--- src/hdl/feal4_pkg.sv ---
`default_nettype none

package feal4_pkg;

  localparam int unsigned NumRounds = 4;
  localparam int unsigned NumKeys   = 6;
  localparam int unsigned KeyIdxW   = 3;

  localparam logic [KeyIdxW-1:0] KEY_IDX_ROUND_0 = 3'd0;
  localparam logic [KeyIdxW-1:0] KEY_IDX_ROUND_1 = 3'd1;
  localparam logic [KeyIdxW-1:0] KEY_IDX_ROUND_2 = 3'd2;
  localparam logic [KeyIdxW-1:0] KEY_IDX_ROUND_3 = 3'd3;
  localparam logic [KeyIdxW-1:0] KEY_IDX_WHITE_L = 3'd4;
  localparam logic [KeyIdxW-1:0] KEY_IDX_WHITE_R = 3'd5;

  localparam logic CMD_ENCRYPT = 1'b0;
  localparam logic CMD_DECRYPT = 1'b1;

  // The word a goes through the round function, b is xored with its output.
  typedef struct packed {
    logic        valid;
    logic        cmd;
    logic [31:0] a;
    logic [31:0] b;
  } stage_t;

  function automatic logic [7:0] rot2(input logic [7:0] v);
    rot2 = {v[5:0], v[7:6]};
  endfunction

  function automatic logic [7:0] g_box(input logic [7:0] u, input logic [7:0] v,
                                       input logic carry);
    g_box = rot2(u + v + {7'd0, carry});
  endfunction

  function automatic logic [31:0] round_fn(input logic [31:0] w);
    logic [7:0] x0;
    logic [7:0] x1;
    logic [7:0] x2;
    logic [7:0] x3;
    logic [7:0] b;
    logic [7:0] y0;
    logic [7:0] y1;
    logic [7:0] y2;
    logic [7:0] y3;
    x0 = w[31:24];
    x1 = w[23:16];
    x2 = w[15:8];
    x3 = w[7:0];
    b  = x2 ^ x3;
    y1 = g_box(x0 ^ x1, b, 1'b1);
    y0 = g_box(x0, y1, 1'b0);
    y2 = g_box(y1, b, 1'b0);
    y3 = g_box(y2, x3, 1'b1);
    round_fn = {y0, y1, y2, y3};
  endfunction

endpackage

`default_nettype wire

--- src/hdl/feal4_round_cell.sv ---
`default_nettype none

module feal4_round_cell (
  input  wire logic             clk_i,
  input  wire logic             rst_ni,
  input  wire feal4_pkg::stage_t stage_i,
  input  wire logic [31:0]      enc_key_i,
  input  wire logic [31:0]      dec_key_i,
  output feal4_pkg::stage_t     stage_o
);
  import feal4_pkg::*;

  logic        valid_q;
  logic        cmd_q;
  logic [31:0] a_q;
  logic [31:0] b_q;
  logic [31:0] a_d;
  logic [31:0] key;

  // Encryption and decryption share one round form once the halves are ordered
  // so that a always feeds the round function.
  always_comb begin
    key = (stage_i.cmd == CMD_DECRYPT) ? dec_key_i : enc_key_i;
    a_d = stage_i.b ^ round_fn(stage_i.a ^ key);
  end

  always_ff @(posedge clk_i or negedge rst_ni) begin
    if (!rst_ni) begin
      valid_q <= 1'b0;
    end else begin
      valid_q <= stage_i.valid;
    end
  end

  always_ff @(posedge clk_i) begin
    cmd_q <= stage_i.cmd;
    a_q   <= a_d;
    b_q   <= stage_i.a;
  end

  assign stage_o = '{valid: valid_q, cmd: cmd_q, a: a_q, b: b_q};

endmodule

`default_nettype wire

--- src/hdl/feal4_block_cipher.sv ---
// Channel        | Ports                                      | Direction
// ---------------+--------------------------------------------+----------
// command        | start_i, busy_o, cmd_i, block_hi_i,        | in
//                | block_lo_i                                 |
// result         | done_o, result_hi_o, result_lo_o           | out
// configuration  | cfg_we_i, cfg_idx_i, cfg_data_i            | in
//
// One block is taken every cycle; busy_o stays low.
// Each result passes one pre-mix register, four round cells and the output
// register. Encryption whitens at the output register, decryption at the pre-mix.
// done_o marks each result for exactly one cycle and the receiver cannot stall.
// Reset clears the subkeys to zero and empties the pipeline.
`default_nettype none

module feal4_block_cipher (
  input  wire logic        clk_i,
  input  wire logic        rst_ni,
  input  wire logic        start_i,
  output logic             busy_o,
  input  wire logic        cmd_i,
  input  wire logic [31:0] block_hi_i,
  input  wire logic [31:0] block_lo_i,
  output logic             done_o,
  output logic [31:0]      result_hi_o,
  output logic [31:0]      result_lo_o,
  input  wire logic        cfg_we_i,
  input  wire logic [2:0]  cfg_idx_i,
  input  wire logic [31:0] cfg_data_i
);
  import feal4_pkg::*;

  logic [31:0] key_q [NumKeys];
  stage_t      stg [NumRounds+1];
  logic        pre_valid_q;
  logic        pre_cmd_q;
  logic [31:0] pre_a_q;
  logic [31:0] pre_b_q;
  logic [31:0] pre_a_d;
  logic [31:0] pre_b_d;
  logic        out_valid_q;
  logic [31:0] out_hi_q;
  logic [31:0] out_lo_q;
  logic [31:0] out_hi_d;
  logic [31:0] out_lo_d;
  logic        accept;

  assign busy_o = 1'b0;
  assign accept = start_i && !busy_o;

  always_ff @(posedge clk_i or negedge rst_ni) begin
    if (!rst_ni) begin
      for (int k = 0; k < NumKeys; k++) begin
        key_q[k] <= '0;
      end
    end else if (cfg_we_i) begin
      case (cfg_idx_i)
        KEY_IDX_ROUND_0: key_q[0] <= cfg_data_i;
        KEY_IDX_ROUND_1: key_q[1] <= cfg_data_i;
        KEY_IDX_ROUND_2: key_q[2] <= cfg_data_i;
        KEY_IDX_ROUND_3: key_q[3] <= cfg_data_i;
        KEY_IDX_WHITE_L: key_q[4] <= cfg_data_i;
        KEY_IDX_WHITE_R: key_q[5] <= cfg_data_i;
        default: ;
      endcase
    end
  end

  always_comb begin
    if (cmd_i == CMD_DECRYPT) begin
      pre_b_d = block_hi_i ^ key_q[4];
      pre_a_d = pre_b_d ^ block_lo_i ^ key_q[5];
    end else begin
      pre_b_d = block_hi_i;
      pre_a_d = block_hi_i ^ block_lo_i;
    end
  end

  always_ff @(posedge clk_i or negedge rst_ni) begin
    if (!rst_ni) begin
      pre_valid_q <= 1'b0;
    end else begin
      pre_valid_q <= accept;
    end
  end

  always_ff @(posedge clk_i) begin
    pre_cmd_q <= cmd_i;
    pre_a_q   <= pre_a_d;
    pre_b_q   <= pre_b_d;
  end

  assign stg[0] = '{valid: pre_valid_q, cmd: pre_cmd_q, a: pre_a_q, b: pre_b_q};

  for (genvar i = 0; i < NumRounds; i++) begin : g_cell
    feal4_round_cell u_cell (
      .clk_i     (clk_i),
      .rst_ni    (rst_ni),
      .stage_i   (stg[i]),
      .enc_key_i (key_q[i]),
      .dec_key_i (key_q[NumRounds-1-i]),
      .stage_o   (stg[i+1])
    );
  end

  always_comb begin
    if (stg[NumRounds].cmd == CMD_DECRYPT) begin
      out_hi_d = stg[NumRounds].a;
      out_lo_d = stg[NumRounds].a ^ stg[NumRounds].b;
    end else begin
      out_hi_d = stg[NumRounds].a ^ key_q[4];
      out_lo_d = stg[NumRounds].a ^ stg[NumRounds].b ^ key_q[5];
    end
  end

  always_ff @(posedge clk_i or negedge rst_ni) begin
    if (!rst_ni) begin
      out_valid_q <= 1'b0;
    end else begin
      out_valid_q <= stg[NumRounds].valid;
    end
  end

  always_ff @(posedge clk_i) begin
    out_hi_q <= out_hi_d;
    out_lo_q <= out_lo_d;
  end

  assign done_o      = out_valid_q;
  assign result_hi_o = out_hi_q;
  assign result_lo_o = out_lo_q;

  a_result_follows: assert property (@(posedge clk_i) disable iff (!rst_ni)
    accept |-> ##6 done_o)
    else $error("transaction produced no result after six cycles");

  a_no_invented: assert property (@(posedge clk_i) disable iff (!rst_ni)
    done_o |-> $past(start_i, 6))
    else $error("result without a transaction six cycles earlier");

  a_pipe_order: assert property (@(posedge clk_i) disable iff (!rst_ni)
    done_o |-> $past(stg[0].valid, 5))
    else $error("result did not pass through the pre-mix stage");

endmodule

`default_nettype wire

--- config.mk ---
export PLATFORM = sky130hd
export DESIGN_NAME = feal4_block_cipher
export DESIGN_NICKNAME = d
export VERILOG_FILES = /design/src/hdl/feal4_pkg.sv /design/src/hdl/feal4_round_cell.sv /design/src/hdl/feal4_block_cipher.sv
export SDC_FILE = /design/constraint.sdc
export NUM_CORES = 1
export LEC_CHECK = 0
export ABC_CLOCK_PERIOD_IN_PS = 10600
export BUFFER_PORTS_ARGS = -buffer_cell sky130_fd_sc_hd__buf_2
export CAP_MARGIN = 20
export CORE_MARGIN = 4
export CORE_UTILIZATION = 50
export CTS_BUF_LIST = sky130_fd_sc_hd__clkbuf_4
export DETAILED_ROUTE_END_ITERATION = 12
export MAX_ROUTING_LAYER = met4
export PLACE_DENSITY = 0.66
export SYNTH_ARGS = -nofsm -noshare
export SYNTH_HDL_FRONTEND = slang
export SYNTH_SLANG_ARGS = --single-unit
--- constraint.sdc ---
create_clock -name clk_i -period 10.6 [get_ports clk_i]
set_input_delay 2.12 -clock clk_i [delete_from_list [all_inputs] [get_ports clk_i]]
set_output_delay 2.12 -clock clk_i [all_outputs]
set_load 0.01 [all_outputs]
# After elaboration in Yosys (flattened, before gate mapping)

Index checks and enable logic that the tools add are counted.

Output and inout bits: 66
Flip-flop bits (word level): 587
Logic and storage cells: 96
Input bits: 104

Bitwise logic cells: 23
Multiplexer cells: 8
$add $sub $neg: 24
Eq/ne operators: 5
Reductions and logical operators: 7

Operators with widths:

| operator                                                         | number |
|---|---|
| 32-bit XOR                                                       | 15 |
| 32-bit 2-to-1 mux                                                | 8 |
| 8-bit adder                                                      | 16 |
| 8-bit by 1-bit adder with 8-bit output (second input constant)   | 8 |
| 8-bit XOR                                                        | 8 |
| 2-bit AND reduction                                              | 6 |
| 3-bit by 2-bit == test with 1-bit output (second input constant) | 2 |
| 3-bit == test (second input constant)                            | 2 |
| 3-bit by 1-bit == test with 1-bit output (second input constant) | 1 |
| 3-bit logical NOT                                                | 1 |

# Depth between registers and ports, before layout

Gate-level depths: netlist (run 1).

Word-level depth: 9
Mapped depth: 32
Depth with buffers taken out: 29

# Hierarchy

A second synthesis (run 1) with hierarchy kept.

Cells, all modules: 2,131
Area total of the unflattened synthesis: 26,441.6 um2

By module, submodules not included:

| module             | cells each | times used | area each (um2) |
|---|---|---|---|
| feal4_round_cell   | 305        | 4          | 3,445.8 |
| feal4_block_cipher | 911        | 1          | 12,658.4 |

# Least setup slack after synthesis (run 1)

OpenSTA, ideal clock, no wires.

Path kind: reg2reg
Start: register g_cell[2].u_cell.cmd_q
End: register g_cell[3].u_cell.a_q[0]
Arrival: 5.671 ns
Stages on the path, launching flop included: 33
Path buffers: 3
Required time: 10.480 ns
Setup slack: 4.808 ns
Cells stage by stage: dfxtp_1 buf_6 buf_2 buf_2 mux2i_1 xnor2_1 xnor2_1 ha_1 inv_1 fa_1 a21o_1 a21oi_1 o21bai_1 a21oi_1 xnor2_1 ha_1 inv_1 fa_1 nor2b_1 o21ai_0 a21boi_0 o21ai_0 nand2b_1 xnor2_1 ha_1 inv_1 fa_1 nand2_1 nand2_1 a21oi_1 o21bai_1 a21oi_1 xnor2_1

Word-level cells in the longest chain between the ends: 9
Elaborated cells between the ends (all ways): 10
Those cells by class: add/sub (5); mux (1); bitwise (4)

Ends and longest elaborated chain:

| what                                     | RTL line                         | RTL |
|---|---|---|
| start, declared                          | feal4_round_cell.sv:14           | `logic cmd_q;` |
| start signal, assigned                   | feal4_round_cell.sv:36           | `cmd_q <= stage_i.cmd;` |
| 32-bit 2-to-1 mux *                      | feal4_round_cell.sv:23           | `key = (stage_i.cmd == CMD_DECRYPT) ? dec_key_i : enc_key_i;` |
| 32-bit XOR *                             | feal4_round_cell.sv:24           | `a_d = stage_i.b ^ round_fn(stage_i.a ^ key);` |
| 8-bit XOR (on tied branches)             | feal4_pkg.sv:51, feal4_pkg.sv:50 |  |
| 8-bit adder                              | feal4_pkg.sv:33                  | `g_box = rot2(u + v + {7'd0, carry});` |
| 8-bit by 1-bit adder with 8-bit output   | feal4_pkg.sv:33                  |  |
| 8-bit adder                              | feal4_pkg.sv:33                  |  |
| 8-bit adder *                            | feal4_pkg.sv:33                  |  |
| 8-bit by 1-bit adder with 8-bit output * | feal4_pkg.sv:33                  |  |
| 32-bit XOR *                             | feal4_round_cell.sv:24           |  |
| net g_cell[3].u_cell.a_d[0]              | feal4_round_cell.sv:17           | `logic [31:0] a_d;` |
| end signal, assigned                     | feal4_round_cell.sv:37           | `a_q <= a_d;` |
| end, declared                            | feal4_round_cell.sv:15           | `logic [31:0] a_q;` |

Mark *: on every way through the listed nets, which the timed path passes. The rest lies on a longest branch.
A chain may end at the register's enable or synchronous reset.

# Final worst setup path (run 1)

Start: register g_cell[2].u_cell.cmd_q
End: register g_cell[3].u_cell.a_q[7]

Same word-level chain as after synthesis.

==> out/metrics.csv, run 1 <==
stage,metric,value,unit
synth,synthesis.nets,2402,
grt,antenna_found_initial,4,
floorplan,fp-row-count,83,
run_status,status,"finished, final reports clean",
clocking,cts.repair.resized,0,
clocking,insertion_delay,980,ps
routing,post_drt_wl_per_cell,21.6,µm
min_path,min_from,pre_a_q[6],
final_layout,drive_above_1_share,0.250,
timing,timing_hold_violations_final,0,
timing,setup_viol,0,
synth,synth-edff-count,0,
routing,viasPerCell,5.05,
critical_path,timing.rr.start,g_cell[2].u_cell.cmd_q,
critical_path,start_kind,flip-flop,
routing,drt_wl_total,70700,µm
min_path,hold_path.class,reg2reg,
floorplan,io_pins,170,
floorplan,dieArea,0.0563,mm²
critical_path,timing_worst_setup_path_type,reg2reg,
synth,ys_seq_area_frac,0.485,
floorplan,die_x,237,µm
timing,fin_crit_sh,0.709,
critical_path,cp.required,11440,ps
synth,syn_area_per_cell,12.1,µm²
timing,finalMaxSlewViolations,0,
placed_design,finalWeightedCongestion,0.945,
timing,max-slew-margin-rel,0.289,
synth,syn_area,0.0263,mm²
floorplan,die_h,237,µm
grt,grt_pass1_wl,105000,µm
clocking,cts_tree,built,
clocking,cts_buffer_depth,3,
grt,grt_overflow_total,0,
grt,track_usage,0.258,
critical_path,critPathMaxFanout,19,
placed_design,hpwlAfterDp,52900,µm
timing,fin_crit,7520,ps
timing,worst_slew_pin_slew,1060,ps
routing,drt-initial-drc-count,963,
final_layout,nNetsFinal,2691,
clocking,cts-root-buf,clkbuf_4,
critical_path,ff2ff_setup_slack,3080,ps
timing,tns,0,ps
routing,ant_nets,0,
floorplan,core_area,0.0516,mm²
critical_path,end_kind,flip-flop,
timing,skew,55.1,ps
synth,ys_async_sr_fraction,0.337,
synth,synth_ff_type,dfxtp_1,
synth,ys_types,40,
floorplan,initial_core_util,0.509,
clocking,cts_max_level,4,
timing,grt_setup_unrepaired,no,
clocking,cts_hold_buf,0,
critical_path,worst_ep_arrival_time,8360,ps
min_path,whs_endpoint,g_cell[0].u_cell.b_q[6],
clocking,post-cts-setup-buffer-count,0,
critical_path,reg2reg_to,g_cell[3].u_cell.a_q[7],
final_layout,final_common_cell,xnor2_1,
min_path,hold_depth,0,
timing,fmax,133,MHz
grt,first_global_vias,17100,
routing,first_pass_iters,6,
routing,drc,0,
synth,synthCells,2170,
critical_path,reg2reg_depth,22,
synth,yosys_register_bits,587,
final_layout,final_cell_mix,"435 x xnor2_1, 384 x dfxtp_1, 233 x clkbuf_4",
grt,grt_max_degree,69,
final_layout,area_growth,14.3,%
clocking,cts_sinks,587,
placed_design,port_buffers,168,
clocking,cts.clk_slew.worst_paths,70,ps
synth,synth_warnings,0,
clocking,cts_made_buffers,154,
routing,vias,16500,
run,maxCapViolations,0,
flip-flops by register name, indices dropped and copies added (netlist names):
| signal | flops |
|---|---|
| pre_cmd_q | 1 |
| g_cell.u_cell.valid_q | 4 |
| done_o | 1 |
| g_cell.u_cell.a_q | 128 |
| pre_b_q | 32 |
| result_hi_o | 32 |
| g_cell.u_cell.b_q | 128 |
| key_q | 192 |
| pre_a_q | 32 |
| result_lo_o | 32 |
| g_cell.u_cell.cmd_q | 4 |
| pre_valid_q | 1 |
cell families after synthesis:
kind of cell,count (synthesis),synth area share
adders and majority gates,128,0.0655
and+or+nand+nor,216,0.0413
muxes,320,0.131
buffers and inverters,107,0.0168
other,1,0.000143
AOI/OAI and AO/OA,164,0.0398
xor gates and xnor gates,647,0.220
DFF,587,0.485
per-stage QoR:
stage                     instances  utilization  hold WS (ps)  area, µm²  worst slack, ps
after floorplan                2170            -           326      26300             4810
after global placement         2983        0.541           333      27900             3270
after detailed placement       2983        0.541           335      27900             3160
after CTS                      3269        0.582           346      30000             3150
after global routing           3272        0.582           336      30000             2700
final                          3272        0.582           342      30000             3080
final cells by class:
type / instances / area (µm²)
fill: 4398 / 21600
inverter: 55 / 206
clock inverter: 53 / 357
timing repair buffer: 185 / 977
antenna: 3 / 7.51
multi-input combinational: 1476 / 13100
clock buffer: 233 / 1750
sequential: 587 / 12700
tap: 680 / 851
Yosys cell counts, types with 14 or more instances:
cell type | instances | area (µm²)
o21ai_0 | 33 | 165
xnor2_1 | 435 | 3810
ha_1 | 112 | 1400
nand2b_1 | 43 | 269
mux2i_1 | 128 | 1280
clkbuf_1 | 24 | 90.1
mux2_2 | 192 | 2160
buf_2 | 16 | 80.1
a21o_1 | 26 | 195
nand2_1 | 79 | 297
o21bai_1 | 14 | 105
nor2_1 | 31 | 116
nor2b_1 | 44 | 275
dfxtp_1 | 389 | 7790
xor2_1 | 204 | 1790
fa_1 | 16 | 320
a21oi_1 | 47 | 235
dfrtp_1 | 198 | 4950
inv_1 | 55 | 206
metal layers:
metal / part of all wire / global-route usage / vias up
li1: - / - / 7895
met2: 0.45 / 0.383 / 446
met3: 0.049 / 0.0436 / 84
met1: 0.49 / 0.364 / 8098
met4: 0.016 / 0.0782 / 0
met5: 0 / - / -
critical path: stages (launching register included):
cell,delay (ps)
dfxtp_2,740
buf_4,550
mux2i_1,160
xnor2_1,700
xnor2_1,410
ha_1,480
o21ai_0,120
a21oi_1,180
o22ai_1,130
xnor2_1,770
ha_1,390
a211oi_1,240
nor2_1,110
o31ai_1,260
a21oi_1,120
xor2_1,490
ha_1,330
nor2b_1,120
o21ai_0,200
a21boi_0,150
o21ai_0,260
nand2b_1,130
xnor2_1,300
worst max-delay path by stage:
stage / startpoint / to / slack (ps) / cells past startpoint
2_1_floorplan: g_cell[2].u_cell.cmd_q / g_cell[3].u_cell.a_q[0] / 4810 / 32
3_3_place_gp: g_cell[2].u_cell.cmd_q / g_cell[3].u_cell.a_q[1] / 3270 / 23
3_5_place_dp: g_cell[2].u_cell.cmd_q / g_cell[3].u_cell.a_q[7] / 3160 / 23
4_1_cts: g_cell[2].u_cell.cmd_q / g_cell[3].u_cell.a_q[7] / 3150 / 23
5_1_grt: g_cell[2].u_cell.cmd_q / g_cell[3].u_cell.a_q[7] / 2700 / 23
6_report: g_cell[2].u_cell.cmd_q / g_cell[3].u_cell.a_q[7] / 3080 / 22
Power of run 1 is not shown: default switching activity piles up to over one toggle a cycle in this logic, so the estimate is an artifact.
==> run 2: changes to the inputs <==
- ABC_AREA: not set -> 1
- ABC_CLOCK_PERIOD_IN_PS: 10600 -> 6200
- PLACE_DENSITY: 0.66 -> 0.68
- clock period: 10.6 -> 6.2 ns (I/O delays scaled with it)
==> out/metrics.csv, run 2 <==
stage,metric,value,unit
run_status,status,"finished, final reports clean",
grt,grt_max_degree,118,
final_layout,area_growth,14.0,%
clocking,cts-root-buf,clkbuf_4,
placed_design,port_buffers,168,
routing,drc,0,
grt,first_global_vias,20900,
synth,yosys_register_bits,587,
clocking,insertion_delay,1000,ps
synth,synth-edff-count,0,
timing,hold_ws,249,ps
critical_path,critPathMaxFanout,34,
routing,first_pass_iters,6,
synth,ys_async_sr_fraction,0.337,
grt,grt_pass1_wl,133000,µm
floorplan,core_area,0.0542,mm²
synth,syn_area_per_cell,8.82,µm²
timing,fin_crit_sh,0.966,
timing,fmax,167,MHz
synth,syn_area,0.0276,mm²
clocking,cts_tree,built,
critical_path,cp.required,7040,ps
floorplan,dieArea,0.0591,mm²
floorplan,initial_core_util,0.509,
timing,fin_crit,5990,ps
floorplan,io_pins,170,
grt,track_usage,0.318,
synth,synth_most_common_cell,nand2_1,
final_layout,regMostFlops,key_q,
synth,synth_ff_type,dfxtp_1,
final_layout,reg_top3,"key_q x192, g_cell.u_cell.a_q x128, g_cell.u_cell.b_q x128",
synth,ys_types,37,
floorplan,die_h,243,µm
final_layout,final_common_cell,nand2_1,
final_layout,nNetsFinal,3658,
clocking,cts_max_level,4,
clocking,cts_sinks,587,
synth,yosysTopAreaCellShare,0.282,
synth,synth_common_cells,"813 x nand2_1, 389 x dfxtp_1, 307 x xor2_1",
final_layout,largest_reg_flops,192,
placed_design,finalWeightedCongestion,1.03,
critical_path,cp_top_family,adder cells,
routing,viasPerCell,5.18,
final_layout,filler_cell_count,5038,
critical_path,path_common_cell,nand2_1,
synth,ys_seq_area_frac,0.461,
timing,finalMaxSlewViolations,0,
final_layout,drive_above_1_share,0.152,
clocking,cts_made_buffers,158,
critical_path,slowest_stage,o21ai_0,
routing,ant_nets,0,
floorplan,fp-row-count,85,
min_path,hold_path.class,in2async,
clocking,cts_buffer_depth,3,
run,maxCapViolations,0,
critical_path,slowest_delay,610,ps
critical_path,timing_worst_setup_path_type,reg2reg,
timing,grt_setup_unrepaired,yes,
synth,synth_warnings,0,
routing,drt_wl_total,92500,µm
critical_path,worst_ep_arrival_time,6820,ps
synth,synthCells,3133,
timing,skew,46.7,ps
synth,synth_top_area_cell,dfxtp_1,
clocking,cts.clk_slew.worst_paths,70,ps
grt,grt_overflow_total,0,
timing,worst_slew_pin_slew,821,ps
placed_design,hpwlAfterDp,74000,µm
timing,setup_viol,0,
routing,drt-initial-drc-count,2128,
routing,vias,22000,
floorplan,die_x,243,µm
final_layout,final_cell_mix,"809 x nand2_1, 387 x dfxtp_1, 303 x xor2_1",
critical_path,path_buf_inv,6,
synth,synthesis.nets,3365,
timing,max-slew-margin-rel,0.451,
synth,synthTopCellsByArea,"dfxtp_1 28%, dfrtp_1 18%, nand2_1 11%",
timing,timing_hold_violations_final,0,
critical_path,end_kind,flip-flop,
grt,antenna_found_initial,3,
routing,post_drt_wl_per_cell,21.8,µm
critical_path,start_kind,flip-flop,
==> run 2: cell count changes after synthesis, sizes merged, moves of 43 or more <==
cell	before	now
inv	55	307
mux2	192	0
mux2i	128	0
nand2	79	825
nand2b	43	0
nand3	0	154
nor2b	44	0
o21ai	33	317
xnor2	435	258
xor2	204	312
==> run 2: worst paths after layout <==
check	from	to	slack [ps]	depth (start not counted)
hold / removal	rst_ni	g_cell[3].u_cell.valid_q	250	1
setup / recovery	g_cell[1].u_cell.cmd_q	g_cell[2].u_cell.a_q[0]	210	30
setup reg to reg	g_cell[1].u_cell.cmd_q	g_cell[2].u_cell.a_q[0]	210	30
max in group asynchronous	rst_ni	key_q[189]	4770	2
hold reg to reg	g_cell[2].u_cell.a_q[17]	g_cell[3].u_cell.b_q[17]	350	0
min in group clk_i	start_i	pre_valid_q	340	1
==> run 2: per-layer routing <==
layer	share of wire	routed length [µm]	track usage	vias to the layer above
li1	-	-	-	10600
met1	0.47	43300	0.460	10300
met2	0.39	36400	0.420	1022
met3	0.12	11100	0.115	129
met4	0.018	1640	0.0781	0
met5	0	0	-	-
==> run 2: through the flow <==
step	setup TNS (ps)	cell area, µm²	worst slack (ps)	util	instances
6_report	0	31500	214	0.580	4246
5_1_grt	-97.8	31500	-88.3	0.580	4244
4_1_cts	0	31400	202	0.579	4236
3_5_place_dp	0	29300	235	0.539	3961
3_3_place_gp	0	29300	221	0.539	3961
2_1_floorplan	0	27600	1050	-	3133
==> run 2: kinds of logic after synthesis <==
logic type / share of synthesized area
simple gates: 0.153
flops: 0.461
xor+xnor: 0.185
compound gates: 0.0806
buf+inv: 0.0580
fa+ha+maj: 0.0623
other cells: 0.000136
==> run 2: repair_timing <==
item,CTS,global route
hold buffers,0,0
endpoints found under the setup margin,0,5
setup buffers,0,1
endpoints found under the hold margin,0,0
resized for setup,0,19
==> run 2: final cells by class <==
class / instances / area, µm² / area share
clock inverter: 24 / 234 / 0.00743
multi-input combinational: 2161 / 13400 / 0.424
inverter: 307 / 1160 / 0.0369
antenna: 9 / 22.5 / 0.000715
timing repair buffer: 211 / 1200 / 0.0382
sequential: 587 / 12700 / 0.405
clock buffer: 251 / 1880 / 0.0599
tap: 696 / 871 / 0.0277
Power of run 2 is left out for the same reason.
==> run 3: changes to the inputs <==
- REMOVE_ABC_BUFFERS: not set -> 1
==> out/metrics.csv, run 3 (synthesis results as in run 2) <==
stage,metric,value,unit
run_status,status,"finished, final reports clean",
critical_path,timing_worst_setup_path_type,reg2reg,
run,maxCapViolations,0,
clocking,insertion_delay,1010,ps
grt,grt_overflow_total,0,
routing,ant_nets,0,
placed_design,place_ws,343,ps
critical_path,slowest_delay,460,ps
floorplan,initial_core_util,0.509,
critical_path,ff2ff_setup_slack,400,ps
critical_path,critPathMaxFanout,30,
final_layout,final_cell_mix,"809 x nand2_1, 387 x dfxtp_1, 303 x xor2_1",
timing,setup_viol,0,
clocking,cts_hold_buf,0,
timing,fin_crit_sh,0.935,
timing,fin_crit,5800,ps
routing,first_pass_iters,5,
timing,max-slew-margin-rel,0.329,
clocking,cts-root-buf,clkbuf_4,
floorplan,fp-row-count,85,
routing,vias,21900,
timing,finalMaxSlewViolations,0,
floorplan,core_area,0.0542,mm²
clocking,cts_buffer_depth,3,
grt,first_global_vias,21400,
min_path,hold_path.class,reg2reg,
floorplan,io_pins,170,
floorplan,die_h,243,µm
final_layout,regMostFlops,key_q,
routing,post_drt_wl_per_cell,19.0,µm
grt,grt_max_degree,104,
routing,drt_wl_total,81300,µm
final_layout,reg_top3,"key_q x192, g_cell.u_cell.a_q x128, g_cell.u_cell.b_q x128",
clocking,cts_max_level,4,
timing,timing_hold_violations_final,0,
timing,fmax,172,MHz
timing,hold_ws,331,ps
final_layout,final_core_util,0.583,
final_layout,final_common_cell,nand2_1,
final_layout,area_growth,14.5,%
grt,track_usage,0.283,
clocking,cts_tree,built,
timing,worst_slew_pin_slew,1010,ps
critical_path,slowest_stage,fa_1,
final_layout,drive_above_1_share,0.154,
clocking,cts_sinks,587,
grt,grt_pass1_wl,123000,µm
placed_design,postPlaceCellArea,0.0295,mm²
final_layout,nNetsFinal,3677,
clocking,cts_made_buffers,154,
floorplan,die_x,243,µm
critical_path,path_common_cell,nand2_1,
timing,skew,89.6,ps
critical_path,end_kind,flip-flop,
clocking,cts.clk_slew.worst_paths,70,ps
critical_path,cp.required,7060,ps
floorplan,dieArea,0.0591,mm²
placed_design,finalWeightedCongestion,1.02,
final_layout,finalInstanceArea,0.0316,mm²
critical_path,worst_ep_arrival_time,6660,ps
critical_path,start_kind,flip-flop,
routing,drt-initial-drc-count,1959,
placed_design,hpwlAfterDp,61400,µm
routing,drc,0,
timing,fin_ws,402,ps
routing,viasPerCell,5.12,
placed_design,port_buffers,168,
timing,grt_setup_unrepaired,yes,
final_layout,largest_reg_flops,192,
grt,antenna_found_initial,4,
==> run 3: area by class of cell <==
| class | count | area [µm²] |
|---|---|---|
| Sequential cell | 587 | 12700 |
| Timing Repair Buffer | 234 | 1420 |
| Multi-Input combinational cell | 2161 | 13400 |
| Inverter | 307 | 1160 |
| Tap cell | 696 | 871 |
| Antenna cell | 2 | 5.00 |
| Clock buffer | 229 | 1720 |
| Fill cell | 4902 | 22600 |
| Clock inverter | 58 | 345 |
==> run 3: worst max-delay path: cells and delay by family (launching register included) <==
family	cells	cell delay, ps
adders and majority gates	6	2000
xor gates and xnor gates	5	1080
and+or+nand+nor	12	990
AOI/OAI and AO/OA	4	690
buffers and inverters	7	570
DFF	1	350
==> run 3: per-stage QoR <==
stage | std cells | TNS (ps)
6_report | 4274 | 0
5_1_grt | 4274 | -0.427
4_1_cts | 4270 | 0
3_5_place_dp | 3983 | 0
3_3_place_gp | 3983 | 0
2_1_floorplan | 3055 | 0
==> run 3: path summary, 6_finish.rpt <==
kind	from	endpoint	cells past startpoint
setup / recovery	g_cell[2].u_cell.cmd_q	g_cell[3].u_cell.a_q[0]	34
hold / removal	g_cell[2].u_cell.valid_q	g_cell[3].u_cell.valid_q	0
setup reg to reg	g_cell[2].u_cell.cmd_q	g_cell[3].u_cell.a_q[0]	34
hold reg to reg	g_cell[2].u_cell.valid_q	g_cell[3].u_cell.valid_q	0
max in group asynchronous	rst_ni	key_q[25]	2
min in group asynchronous	rst_ni	g_cell[3].u_cell.valid_q	1
==> run 3: routing by layer <==
layer,up-vias,track usage,wire [µm]
met5,-,-,0
met4,0,0.0774,1740
met3,140,0.0674,6630
met2,830,0.429,36300
met1,10300,0.382,36600
li1,10600,-,-
==> run 3: what timing repair did <==
item                       in CTS  in global routing
buffers inserted                0                  2
gates resized for setup         0                 19
setup endpoints to repair       0                  6
Power of run 3 is left out for the same reason.
